**src/rtl/ffha_pkg.sv**
```systemverilog
// ----------------------------------------------------------------------------
// First-fit heap allocator package
// Shared constants, codes and the controller/datapath interface types.
// ----------------------------------------------------------------------------
package ffha_pkg;

   localparam int MAX_BLOCKS_DEF   = 64;
   localparam int HEADER_BYTES_DEF = 16;

   localparam int ADDR_W      = 32;
   localparam int OP_W        = 2;
   localparam int ST_W        = 2;
   localparam int ENTRY_W     = 2 * ADDR_W + 1;
   localparam int REQ_TDATA_W = 72;
   localparam int RSP_TDATA_W = 72;

   localparam logic [ADDR_W-1:0] HEAP_LIMIT_RESET = 32'd65536;

   localparam logic [OP_W-1:0] OP_ALLOC  = 2'd0;
   localparam logic [OP_W-1:0] OP_FREE   = 2'd1;
   localparam logic [OP_W-1:0] OP_RESIZE = 2'd2;
   localparam logic [OP_W-1:0] OP_UNUSED = 2'd3;

   localparam logic [ST_W-1:0] ST_OK      = 2'd0;
   localparam logic [ST_W-1:0] ST_NULL    = 2'd1;
   localparam logic [ST_W-1:0] ST_OOM     = 2'd2;
   localparam logic [ST_W-1:0] ST_UNKNOWN = 2'd3;

   typedef enum logic [5:0] {
      S_IDLE     = 6'b000001,
      S_SCAN     = 6'b000010,
      S_DECIDE   = 6'b000100,
      S_WR_ALLOC = 6'b001000,
      S_WR_FREE  = 6'b010000,
      S_RESP     = 6'b100000
   } state_type;

   typedef struct packed {
      logic start;
      logic scan;
      logic decide;
      logic wr_alloc;
      logic wr_free;
      logic load_rsp;
   } ctl_cmd_type;

   typedef struct packed {
      logic scan_done;
   } dp_status_type;

endpackage

```
**src/rtl/first_fit_heap_allocator_unit.sv**
```systemverilog
// ----------------------------------------------------------------------------
// First-fit heap allocator
// Allocate, free and resize requests against an address-ordered block table.
// ----------------------------------------------------------------------------
// One request is handled at a time: the controller scans the table, decides,
// writes the table and loads the result register. The scan reads one table
// entry per cycle from the single read port of the block table RAM. A result
// waits in its output register while the next item is taken in.
module first_fit_heap_allocator_unit #(
   parameter int MAX_BLOCKS   = ffha_pkg::MAX_BLOCKS_DEF,
   parameter int HEADER_BYTES = ffha_pkg::HEADER_BYTES_DEF
) (
   input  logic                                clock,
   input  logic                                reset,
   input  logic                                req_tvalid,
   output logic                                req_tready,
   // op [1:0], req_size [33:2], user_addr [65:34], zeros above
   input  logic [ffha_pkg::REQ_TDATA_W-1:0]    req_tdata,
   output logic                                rsp_tvalid,
   input  logic                                rsp_tready,
   // result_addr [31:0], copy_len [63:32], status [65:64], zeros above
   output logic [ffha_pkg::RSP_TDATA_W-1:0]    rsp_tdata,
   input  logic                                csr_wr_en,
   input  logic [ffha_pkg::ADDR_W-1:0]         csr_wr_data
);

   ffha_pkg::ctl_cmd_type   cmd;
   ffha_pkg::dp_status_type status;
   logic [ffha_pkg::ADDR_W-1:0] rsp_addr, rsp_copy;
   logic [ffha_pkg::ST_W-1:0]   rsp_status;

   ffha_controller u_ctrl (
      .clock      (clock),
      .reset      (reset),
      .req_tvalid (req_tvalid),
      .req_tready (req_tready),
      .rsp_tvalid (rsp_tvalid),
      .rsp_tready (rsp_tready),
      .status     (status),
      .cmd        (cmd)
   );

   ffha_datapath #(.MAX_BLOCKS(MAX_BLOCKS), .HEADER_BYTES(HEADER_BYTES)) u_dp (
      .clock       (clock),
      .reset       (reset),
      .cmd         (cmd),
      .status      (status),
      .req_op      (req_tdata[1:0]),
      .req_size    (req_tdata[33:2]),
      .req_addr    (req_tdata[65:34]),
      .csr_wr_en   (csr_wr_en),
      .csr_wr_data (csr_wr_data),
      .rsp_addr    (rsp_addr),
      .rsp_copy    (rsp_copy),
      .rsp_status  (rsp_status)
   );

   assign rsp_tdata = {6'b0, rsp_status, rsp_copy, rsp_addr};

endmodule

```
**src/rtl/ffha_ram.sv**
```systemverilog
// ----------------------------------------------------------------------------
// Generic RAM
// One write port and one read port with registered read data.
// ----------------------------------------------------------------------------
module ffha_ram #(
   parameter int WIDTH = 8,
   parameter int DEPTH = 64
) (
   input  logic                     clock,
   input  logic                     wr_en,
   input  logic [$clog2(DEPTH)-1:0] wr_addr,
   input  logic [WIDTH-1:0]         wr_data,
   input  logic                     rd_en,
   input  logic [$clog2(DEPTH)-1:0] rd_addr,
   output logic [WIDTH-1:0]         rd_data
);

   logic [WIDTH-1:0] mem_ff [DEPTH];
   logic [WIDTH-1:0] rd_data_ff;

   always_ff @(posedge clock) begin
      if (wr_en) begin
         mem_ff[wr_addr] <= wr_data;
      end
      if (rd_en) begin
         rd_data_ff <= mem_ff[rd_addr];
      end
   end

   assign rd_data = rd_data_ff;

endmodule

```
**src/rtl/ffha_datapath.sv**
```systemverilog
// ----------------------------------------------------------------------------
// First-fit heap allocator datapath
// Block table, scan for address match and first fit, and the update plan.
// ----------------------------------------------------------------------------
module ffha_datapath #(
   parameter int MAX_BLOCKS   = ffha_pkg::MAX_BLOCKS_DEF,
   parameter int HEADER_BYTES = ffha_pkg::HEADER_BYTES_DEF
) (
   input  logic                           clock,
   input  logic                           reset,
   input  ffha_pkg::ctl_cmd_type          cmd,
   output ffha_pkg::dp_status_type        status,
   input  logic [ffha_pkg::OP_W-1:0]      req_op,
   input  logic [ffha_pkg::ADDR_W-1:0]    req_size,
   input  logic [ffha_pkg::ADDR_W-1:0]    req_addr,
   input  logic                           csr_wr_en,
   input  logic [ffha_pkg::ADDR_W-1:0]    csr_wr_data,
   output logic [ffha_pkg::ADDR_W-1:0]    rsp_addr,
   output logic [ffha_pkg::ADDR_W-1:0]    rsp_copy,
   output logic [ffha_pkg::ST_W-1:0]      rsp_status
);

   localparam int IDX_W = $clog2(MAX_BLOCKS);
   localparam int CNT_W = $clog2(MAX_BLOCKS + 1);
   localparam int AW    = ffha_pkg::ADDR_W;
   localparam int EW    = ffha_pkg::ENTRY_W;
   localparam logic [AW:0]   HDR33 = (AW + 1)'(HEADER_BYTES);
   localparam logic [AW+1:0] HDR34 = (AW + 2)'(HEADER_BYTES);
   localparam logic [AW-1:0] HDR32 = AW'(HEADER_BYTES);

   logic [ffha_pkg::OP_W-1:0] op_ff;
   logic [AW-1:0] size_ff, addr_ff, heap_limit_ff, break_ff;
   logic [CNT_W-1:0] count_ff, rd_cnt_ff;
   logic ev_valid_ff;
   logic find_hit_ff, fit_hit_ff;
   logic [IDX_W-1:0] find_idx_ff, fit_idx_ff;
   logic [AW-1:0] find_start_ff, find_size_ff, fit_start_ff, fit_size_ff;
   logic wa_en_ff, wf_en_ff;
   logic [IDX_W-1:0] wa_idx_ff, wf_idx_ff;
   logic [EW-1:0] wa_data_ff, wf_data_ff;
   logic [AW-1:0] res_ff, copy_ff, rsp_addr_ff, rsp_copy_ff;
   logic [ffha_pkg::ST_W-1:0] st_ff, rsp_status_ff;

   logic issue;
   logic [EW-1:0] rd_data;
   logic ev_match, ev_fit;
   logic [IDX_W-1:0] ev_idx;
   logic ram_wr_en;
   logic [IDX_W-1:0] ram_wr_addr;
   logic [EW-1:0] ram_wr_data;

   logic [AW+1:0] end_w;
   logic can_append, a_null, a_reuse, a_app, a_ok;
   logic [AW-1:0] a_addr;
   logic [ffha_pkg::ST_W-1:0] a_st;
   logic do_alloc, do_free, last;
   logic [AW-1:0] res_in, copy_in, break_a, break_in;
   logic [ffha_pkg::ST_W-1:0] st_in;
   logic [CNT_W-1:0] count_a, count_in;

   assign issue = cmd.scan && (rd_cnt_ff < count_ff);
   assign status.scan_done = !ev_valid_ff && (rd_cnt_ff >= count_ff);

   assign ram_wr_en   = (cmd.wr_alloc && wa_en_ff) || (cmd.wr_free && wf_en_ff);
   assign ram_wr_addr = cmd.wr_alloc ? wa_idx_ff : wf_idx_ff;
   assign ram_wr_data = cmd.wr_alloc ? wa_data_ff : wf_data_ff;

   ffha_ram #(.WIDTH(EW), .DEPTH(MAX_BLOCKS)) u_table (
      .clock   (clock),
      .wr_en   (ram_wr_en),
      .wr_addr (ram_wr_addr),
      .wr_data (ram_wr_data),
      .rd_en   (issue),
      .rd_addr (rd_cnt_ff[IDX_W-1:0]),
      .rd_data (rd_data)
   );

   // The entry being evaluated was read from the previous read address.
   assign ev_idx = rd_cnt_ff[IDX_W-1:0] - IDX_W'(1);

   // Entry layout: free mark on top, then size, then start.
   assign ev_match = ({1'b0, rd_data[AW-1:0]} + HDR33) == {1'b0, addr_ff};
   assign ev_fit   = rd_data[EW-1] && (rd_data[2*AW-1:AW] >= size_ff);

   always_comb begin
      end_w      = {2'b00, break_ff} + HDR34 + {2'b00, size_ff};
      can_append = (count_ff < CNT_W'(MAX_BLOCKS)) && (end_w <= {2'b00, heap_limit_ff});
      a_null     = (size_ff == '0);
      a_reuse    = !a_null && fit_hit_ff;
      a_app      = !a_null && !fit_hit_ff && can_append;
      a_ok       = a_reuse || a_app;
      a_addr     = a_reuse ? (fit_start_ff + HDR32) : (break_ff + HDR32);
      a_st       = a_null ? ffha_pkg::ST_NULL : (a_ok ? ffha_pkg::ST_OK : ffha_pkg::ST_OOM);

      do_alloc = 1'b0;
      do_free  = 1'b0;
      res_in   = '0;
      copy_in  = '0;
      st_in    = ffha_pkg::ST_NULL;
      case (op_ff)
         ffha_pkg::OP_ALLOC: begin
            do_alloc = 1'b1;
            res_in   = a_ok ? a_addr : '0;
            st_in    = a_st;
         end
         ffha_pkg::OP_FREE: begin
            if (addr_ff == '0) begin
               st_in = ffha_pkg::ST_NULL;
            end else if (!find_hit_ff) begin
               st_in = ffha_pkg::ST_UNKNOWN;
            end else begin
               do_free = 1'b1;
               st_in   = ffha_pkg::ST_OK;
            end
         end
         ffha_pkg::OP_RESIZE: begin
            if (addr_ff == '0 || size_ff == '0) begin
               do_alloc = 1'b1;
               res_in   = a_ok ? a_addr : '0;
               st_in    = a_st;
            end else if (!find_hit_ff) begin
               st_in = ffha_pkg::ST_UNKNOWN;
            end else if (find_size_ff >= size_ff) begin
               res_in = addr_ff;
               st_in  = ffha_pkg::ST_OK;
            end else begin
               do_alloc = 1'b1;
               res_in   = a_ok ? a_addr : '0;
               st_in    = a_st;
               if (a_ok) begin
                  copy_in = find_size_ff;
                  do_free = 1'b1;
               end
            end
         end
         default: begin
            st_in = ffha_pkg::ST_NULL;
         end
      endcase

      count_a  = (do_alloc && a_app) ? count_ff + CNT_W'(1) : count_ff;
      break_a  = (do_alloc && a_app) ? end_w[AW-1:0] : break_ff;
      last     = (CNT_W'(find_idx_ff) + CNT_W'(1)) == count_a;
      count_in = (do_free && last) ? count_a - CNT_W'(1) : count_a;
      break_in = (do_free && last) ? find_start_ff : break_a;
   end

   always_ff @(posedge clock) begin
      if (reset) begin
         heap_limit_ff <= ffha_pkg::HEAP_LIMIT_RESET;
         count_ff      <= '0;
         break_ff      <= '0;
         ev_valid_ff   <= 1'b0;
         wa_en_ff      <= 1'b0;
         wf_en_ff      <= 1'b0;
      end else begin
         if (csr_wr_en) begin
            heap_limit_ff <= csr_wr_data;
         end
         if (cmd.start) begin
            op_ff       <= req_op;
            size_ff     <= req_size;
            addr_ff     <= req_addr;
            rd_cnt_ff   <= '0;
            ev_valid_ff <= 1'b0;
            find_hit_ff <= 1'b0;
            fit_hit_ff  <= 1'b0;
         end else if (cmd.scan) begin
            ev_valid_ff <= issue;
            if (issue) begin
               rd_cnt_ff <= rd_cnt_ff + CNT_W'(1);
            end
         end
         if (ev_valid_ff && ev_match && !find_hit_ff) begin
            find_hit_ff   <= 1'b1;
            find_idx_ff   <= ev_idx;
            find_start_ff <= rd_data[AW-1:0];
            find_size_ff  <= rd_data[2*AW-1:AW];
         end
         if (ev_valid_ff && ev_fit && !fit_hit_ff) begin
            fit_hit_ff   <= 1'b1;
            fit_idx_ff   <= ev_idx;
            fit_start_ff <= rd_data[AW-1:0];
            fit_size_ff  <= rd_data[2*AW-1:AW];
         end
         if (cmd.decide) begin
            count_ff   <= count_in;
            break_ff   <= break_in;
            res_ff     <= res_in;
            copy_ff    <= copy_in;
            st_ff      <= st_in;
            wa_en_ff   <= do_alloc && a_ok;
            wa_idx_ff  <= a_reuse ? fit_idx_ff : count_ff[IDX_W-1:0];
            wa_data_ff <= a_reuse ? {1'b0, fit_size_ff, fit_start_ff}
                                  : {1'b0, size_ff, break_ff};
            wf_en_ff   <= do_free && !last;
            wf_idx_ff  <= find_idx_ff;
            wf_data_ff <= {1'b1, find_size_ff, find_start_ff};
         end
         if (cmd.load_rsp) begin
            rsp_addr_ff   <= res_ff;
            rsp_copy_ff   <= copy_ff;
            rsp_status_ff <= st_ff;
         end
      end
   end

   assign rsp_addr   = rsp_addr_ff;
   assign rsp_copy   = rsp_copy_ff;
   assign rsp_status = rsp_status_ff;

endmodule

```
**src/rtl/ffha_controller.sv**
```systemverilog
// ----------------------------------------------------------------------------
// First-fit heap allocator controller
// Sequences scan, decision, table writes and the result register.
// ----------------------------------------------------------------------------
module ffha_controller (
   input  logic                    clock,
   input  logic                    reset,
   input  logic                    req_tvalid,
   output logic                    req_tready,
   output logic                    rsp_tvalid,
   input  logic                    rsp_tready,
   input  ffha_pkg::dp_status_type status,
   output ffha_pkg::ctl_cmd_type   cmd
);

   ffha_pkg::state_type state_ff, state_in;
   logic rsp_valid_ff, rsp_valid_in;

   always_comb begin
      state_in = state_ff;
      cmd      = '0;
      unique case (state_ff)
         ffha_pkg::S_IDLE: begin
            if (req_tvalid) begin
               cmd.start = 1'b1;
               state_in  = ffha_pkg::S_SCAN;
            end
         end
         ffha_pkg::S_SCAN: begin
            cmd.scan = 1'b1;
            if (status.scan_done) begin
               state_in = ffha_pkg::S_DECIDE;
            end
         end
         ffha_pkg::S_DECIDE: begin
            cmd.decide = 1'b1;
            state_in   = ffha_pkg::S_WR_ALLOC;
         end
         ffha_pkg::S_WR_ALLOC: begin
            cmd.wr_alloc = 1'b1;
            state_in     = ffha_pkg::S_WR_FREE;
         end
         ffha_pkg::S_WR_FREE: begin
            cmd.wr_free = 1'b1;
            state_in    = ffha_pkg::S_RESP;
         end
         ffha_pkg::S_RESP: begin
            if (!rsp_valid_ff || rsp_tready) begin
               cmd.load_rsp = 1'b1;
               state_in     = ffha_pkg::S_IDLE;
            end
         end
         default: begin
            state_in = ffha_pkg::S_IDLE;
         end
      endcase
      rsp_valid_in = cmd.load_rsp | (rsp_valid_ff & ~rsp_tready);
   end

   always_ff @(posedge clock) begin
      if (reset) begin
         state_ff     <= ffha_pkg::S_IDLE;
         rsp_valid_ff <= 1'b0;
      end else begin
         state_ff     <= state_in;
         rsp_valid_ff <= rsp_valid_in;
      end
   end

   assign req_tready = (state_ff == ffha_pkg::S_IDLE);
   assign rsp_tvalid = rsp_valid_ff;

endmodule

```
**config.mk**
```make
export PLATFORM = sky130hd
export DESIGN_NAME = first_fit_heap_allocator_unit
export DESIGN_NICKNAME = d
export VERILOG_FILES = /design/src/rtl/ffha_pkg.sv /design/src/rtl/first_fit_heap_allocator_unit.sv /design/src/rtl/ffha_ram.sv /design/src/rtl/ffha_datapath.sv /design/src/rtl/ffha_controller.sv
export SDC_FILE = /design/constraint.sdc
export NUM_CORES = 2
export LEC_CHECK = 0
export BUFFER_PORTS_ARGS = -buffer_cell sky130_fd_sc_hd__buf_4
export CORE_ASPECT_RATIO = 1.1
export CORE_MARGIN = 2
export CORE_UTILIZATION = 57
export CTS_CLUSTER_DIAMETER = 50
export DETAILED_ROUTE_END_ITERATION = 6
export PLACE_DENSITY = 0.78
export SYNTH_ARGS = -nofsm -noshare
export SYNTH_HDL_FRONTEND = slang
export SYNTH_MEMORY_MAX_BITS = 65536
export SYNTH_SLANG_ARGS = --single-unit
```
**constraint.sdc**
```tcl
create_clock -name clock -period 10.1 [get_ports clock]
set_input_delay 1.01 -clock clock [delete_from_list [all_inputs] [get_ports clock]]
set_output_delay 1.01 -clock clock [all_outputs]
set_load 0.005 [all_outputs]
```
==> flow_metrics.py <==
metrics = {
    "outcome": {
        "status": "finished with violations",
        "violations": "design-rule violations",
    },
    "synthesis": {
        "yosysWarnings": 0,
        "yosysSeqAreaShare": 0.766,
        "synth-async-reset-ratio": 0,
        "synthTopCellsByCount": "edfxtp_1, mux4_2, clkbuf_1",
        "synth_area_leaders": "edfxtp_1, mux4_2, ha_1",
        "synth_ff_type": "edfxtp_1",
        "yosysMostFrequentCell": "edfxtp_1",
        "synth_area_um2": 187000,
        "synth_area_per_cell_um2": 22.7,
        "yosysTopAreaCell": "edfxtp_1",
        "synth_edf_count": 4712,
        "yosys.area.top_type_share": 0.758,
        "syn-instance-count": 8230,
        "ys_ff_latch": 4793,
        "synth.distinct_cells": 92,
    },
    "clocking": {
        "cts_resized": 0,
        "cts_buffer_depth": 4,
        "cts_setup_buffers": 0,
        "cts_tree": "yes",
        "clk_latency_ns": 1.03,
        "htreeDepth": 5,
        "cts_root_buf": "clkbuf_16",
        "ctsHoldBuffers": 0,
        "path_clk_slew_ns": 0.06,
        "numCtsBuffers": 451,
        "cts_num_sinks": 4793,
    },
    "power": {
        "p_leak_nw": 66.1,
        "internal-power_mw": 33.8,
        "combPwrFrac": 0.124,
        "vdd_drop_max_mv": 0.209,
        "p_total_mw": 44.8,
        "power_density_nw_per_um2": 214,
        "seqPwrFrac": 0.493,
        "clkPwrFrac": 0.383,
        "sw_frac_of_total": 0.245,
        "p_switching_mw": 11.0,
    },
    "detailed_routing": {
        "wl_per_cell_um": 42.9,
        "postRouteAntennaNets": 0,
        "drc_errors": 2,
        "dr.pass1.iters": 7,
        "vias_per_cell": 7.37,
        "routed_wirelength_um": 575000,
        "num_vias": 98666,
        "first_iter_violations": 18900,
    },
    "finish": {
        "fin_nets": 8925,
        "drive_above_1_share": 0.282,
        "finalInstanceArea_um2": 209000,
        "num-fill-cells": 19354,
        "syn2layout_area_growth_pct": 12.0,
    },
    "sta": {
        "fmax_mhz": 108,
        "finalSetupViolations": 0,
        "max-slew-margin-rel": 0.0694,
        "fin_hold_ws_ns": 0.193,
        "worst_pin_slew_ns": 1.40,
        "finalHoldViolCount": 0,
        "min_period_ns": 9.29,
        "rsz0062_at_grt": "false",
        "drv_slew": 0,
        "tns_ns": 0,
        "finClkSkew_ns": 0.0910,
        "finalCritPeriodShare": 0.920,
    },
    "place": {
        "dp_hpwl_um": 278000,
        "dpl-instance-area_um2": 194000,
        "gp_congestion": 0.918,
        "numPortBuffers": 170,
    },
    "global_route": {
        "grt_overflow": 0,
        "antenna_found_initial": 34,
        "gr-usage-all-layers": 0.347,
        "first_global_vias": 98118,
        "grt_first_pass_wirelength_um": 790000,
        "grt_max_degree": 155,
    },
    "floorplanning": {
        "ioPinCount": 183,
        "core_area_um2": 326000,
        "die_area_um2": 332000,
        "fp-row-count": 220,
        "die_x_um": 550,
        "start_util": 0.573,
        "die_h_um": 604,
    },
    "critical_path": {
        "crit_required_ns": 10.95,
        "path_max_fanout": 24,
        "critPathArrivalTime_ns": 10.14,
        "cpMaxStageDelayCell": "o311ai_0",
        "slowest_delay_ns": 0.64,
        "cp-end-kind": "flop",
        "cp-start-kind": "flop",
        "critPathKind": "flop to flop",
    },
    "flow_run": {
        "maxCapViolCount": 0,
    },
    "hold_path": {
        "hp-class": "primary input to flop",
    },
}
-- stage by stage --
| step | setup slack (ns) | utilization | std cells |
|---|---|---|---|
| 2_1_floorplan | 2.34 | - | 8235 |
| 3_3_place_gp | 0.835 | 0.596 | 12541 |
| 3_5_place_dp | 0.862 | 0.596 | 12541 |
| 4_1_cts | 0.776 | 0.641 | 13373 |
| 5_1_grt | 0.286 | 0.641 | 13377 |
| 6_report | 0.808 | 0.641 | 13395 |
-- critical path: cells and delay by family, from the launching register on --
kind | cells | cell delay (ns)
XOR/XNOR | 1 | 0.15
multiplexers | 2 | 0.58
AND/OR/NAND/NOR | 7 | 2.01
flip-flops | 1 | 0.51
buffers and inverters | 2 | 0.66
AO/OA/AOI/OAI | 15 | 4.38
adder cells (fa/ha/maj) | 2 | 0.80
-- final timing paths --
| check | start | end | slack (ns) | depth (start not counted) |
|---|---|---|---|---|
| hold reg to reg | u_dp.res_ff[24] | u_dp.rsp_addr[24] | 0.42 | 0 |
| hold / removal | req_tdata[47] | u_dp.addr_ff[13] | 0.19 | 1 |
| setup reg to reg | u_dp.break_ff[10] | u_dp.count_ff[3] | 0.81 | 29 |
| setup / recovery | u_dp.break_ff[10] | u_dp.count_ff[3] | 0.81 | 29 |
-- cell families after synthesis --
family | Yosys count | share of synthesized area
AO/OA/AOI/OAI | 427 | 0.0150
XOR/XNOR | 136 | 0.00652
adder cells (fa/ha/maj) | 149 | 0.0100
buffers and inverters | 519 | 0.0107
flip-flops | 4793 | 0.766
multiplexers | 1524 | 0.174
other | 1 | 0.0000201
AND/OR/NAND/NOR | 681 | 0.0179
-- routing by layer --
metal,up-vias,GRT usage,share of wire
met5,-,0.000864,0.00043
met4,36,0.192,0.067
met3,2138,0.100,0.14
met2,9705,0.545,0.47
met1,51042,0.439,0.32
li1,35745,-,-
-- registers in the layout, indices dropped and copies added, names as in the netlist, 6 cells and up --
register / flops
u_dp.u_table.mem_ff: 4160
u_dp.u_table.rd_data: 65
u_dp.wa_data_ff: 64
u_dp.wf_data_ff: 64
u_dp.addr_ff: 32
u_dp.break_ff: 32
u_dp.copy_ff: 32
u_dp.find_size_ff: 32
u_dp.find_start_ff: 32
u_dp.fit_size_ff: 32
u_dp.fit_start_ff: 32
u_dp.heap_limit_ff: 32
u_dp.res_ff: 32
u_dp.rsp_addr: 32
u_dp.rsp_copy: 32
u_dp.size_ff: 32
u_dp.count_ff: 7
u_dp.rd_cnt_ff: 7
u_ctrl.state_ff: 6
u_dp.find_idx_ff: 6
u_dp.fit_idx_ff: 6
u_dp.wa_idx_ff: 6
u_dp.wf_idx_ff: 6
-- placed cells by master, fill, tap and decap left out, types with 71 or more instances in the layout --
cell / count
dfxtp_1: 81
xnor2_1: 84
nand3_1: 79
inv_1: 128
ha_1: 148
nor2_1: 128
mux2_2: 71
o21ai_0: 92
mux2i_1: 86
clkbuf_16: 455
a21oi_1: 123
mux4_2: 1365
buf_4: 333
edfxtp_1: 4712
clkinv_2: 78
nand2_1: 166
clkinv_1: 119
-- cell type report --
cell class	count	area [µm²]	area share
clock buffer	529	11700	0.0560
tap	4329	5420	0.0259
clock inverter	303	2890	0.0138
antenna	20	50.0	0.000239
timing repair buffer	368	3220	0.0154
sequential	4793	143000	0.684
multi-input combinational	2923	42300	0.202
inverter	130	488	0.00233
-- power by group through the flow --
stage | combinational [mW] | sequential [mW] | clock (mW)
CTS | 5.50 | 22.1 | 17.2
global route | 5.74 | 22.1 | 17.8
global placement | 5.18 | 22.5 | 0
finish | 5.56 | 22.1 | 17.2
floorplan | 3.71 | 22.4 | 0
detailed placement | 5.29 | 22.5 | 0
(Power assumes the default switching activity.)
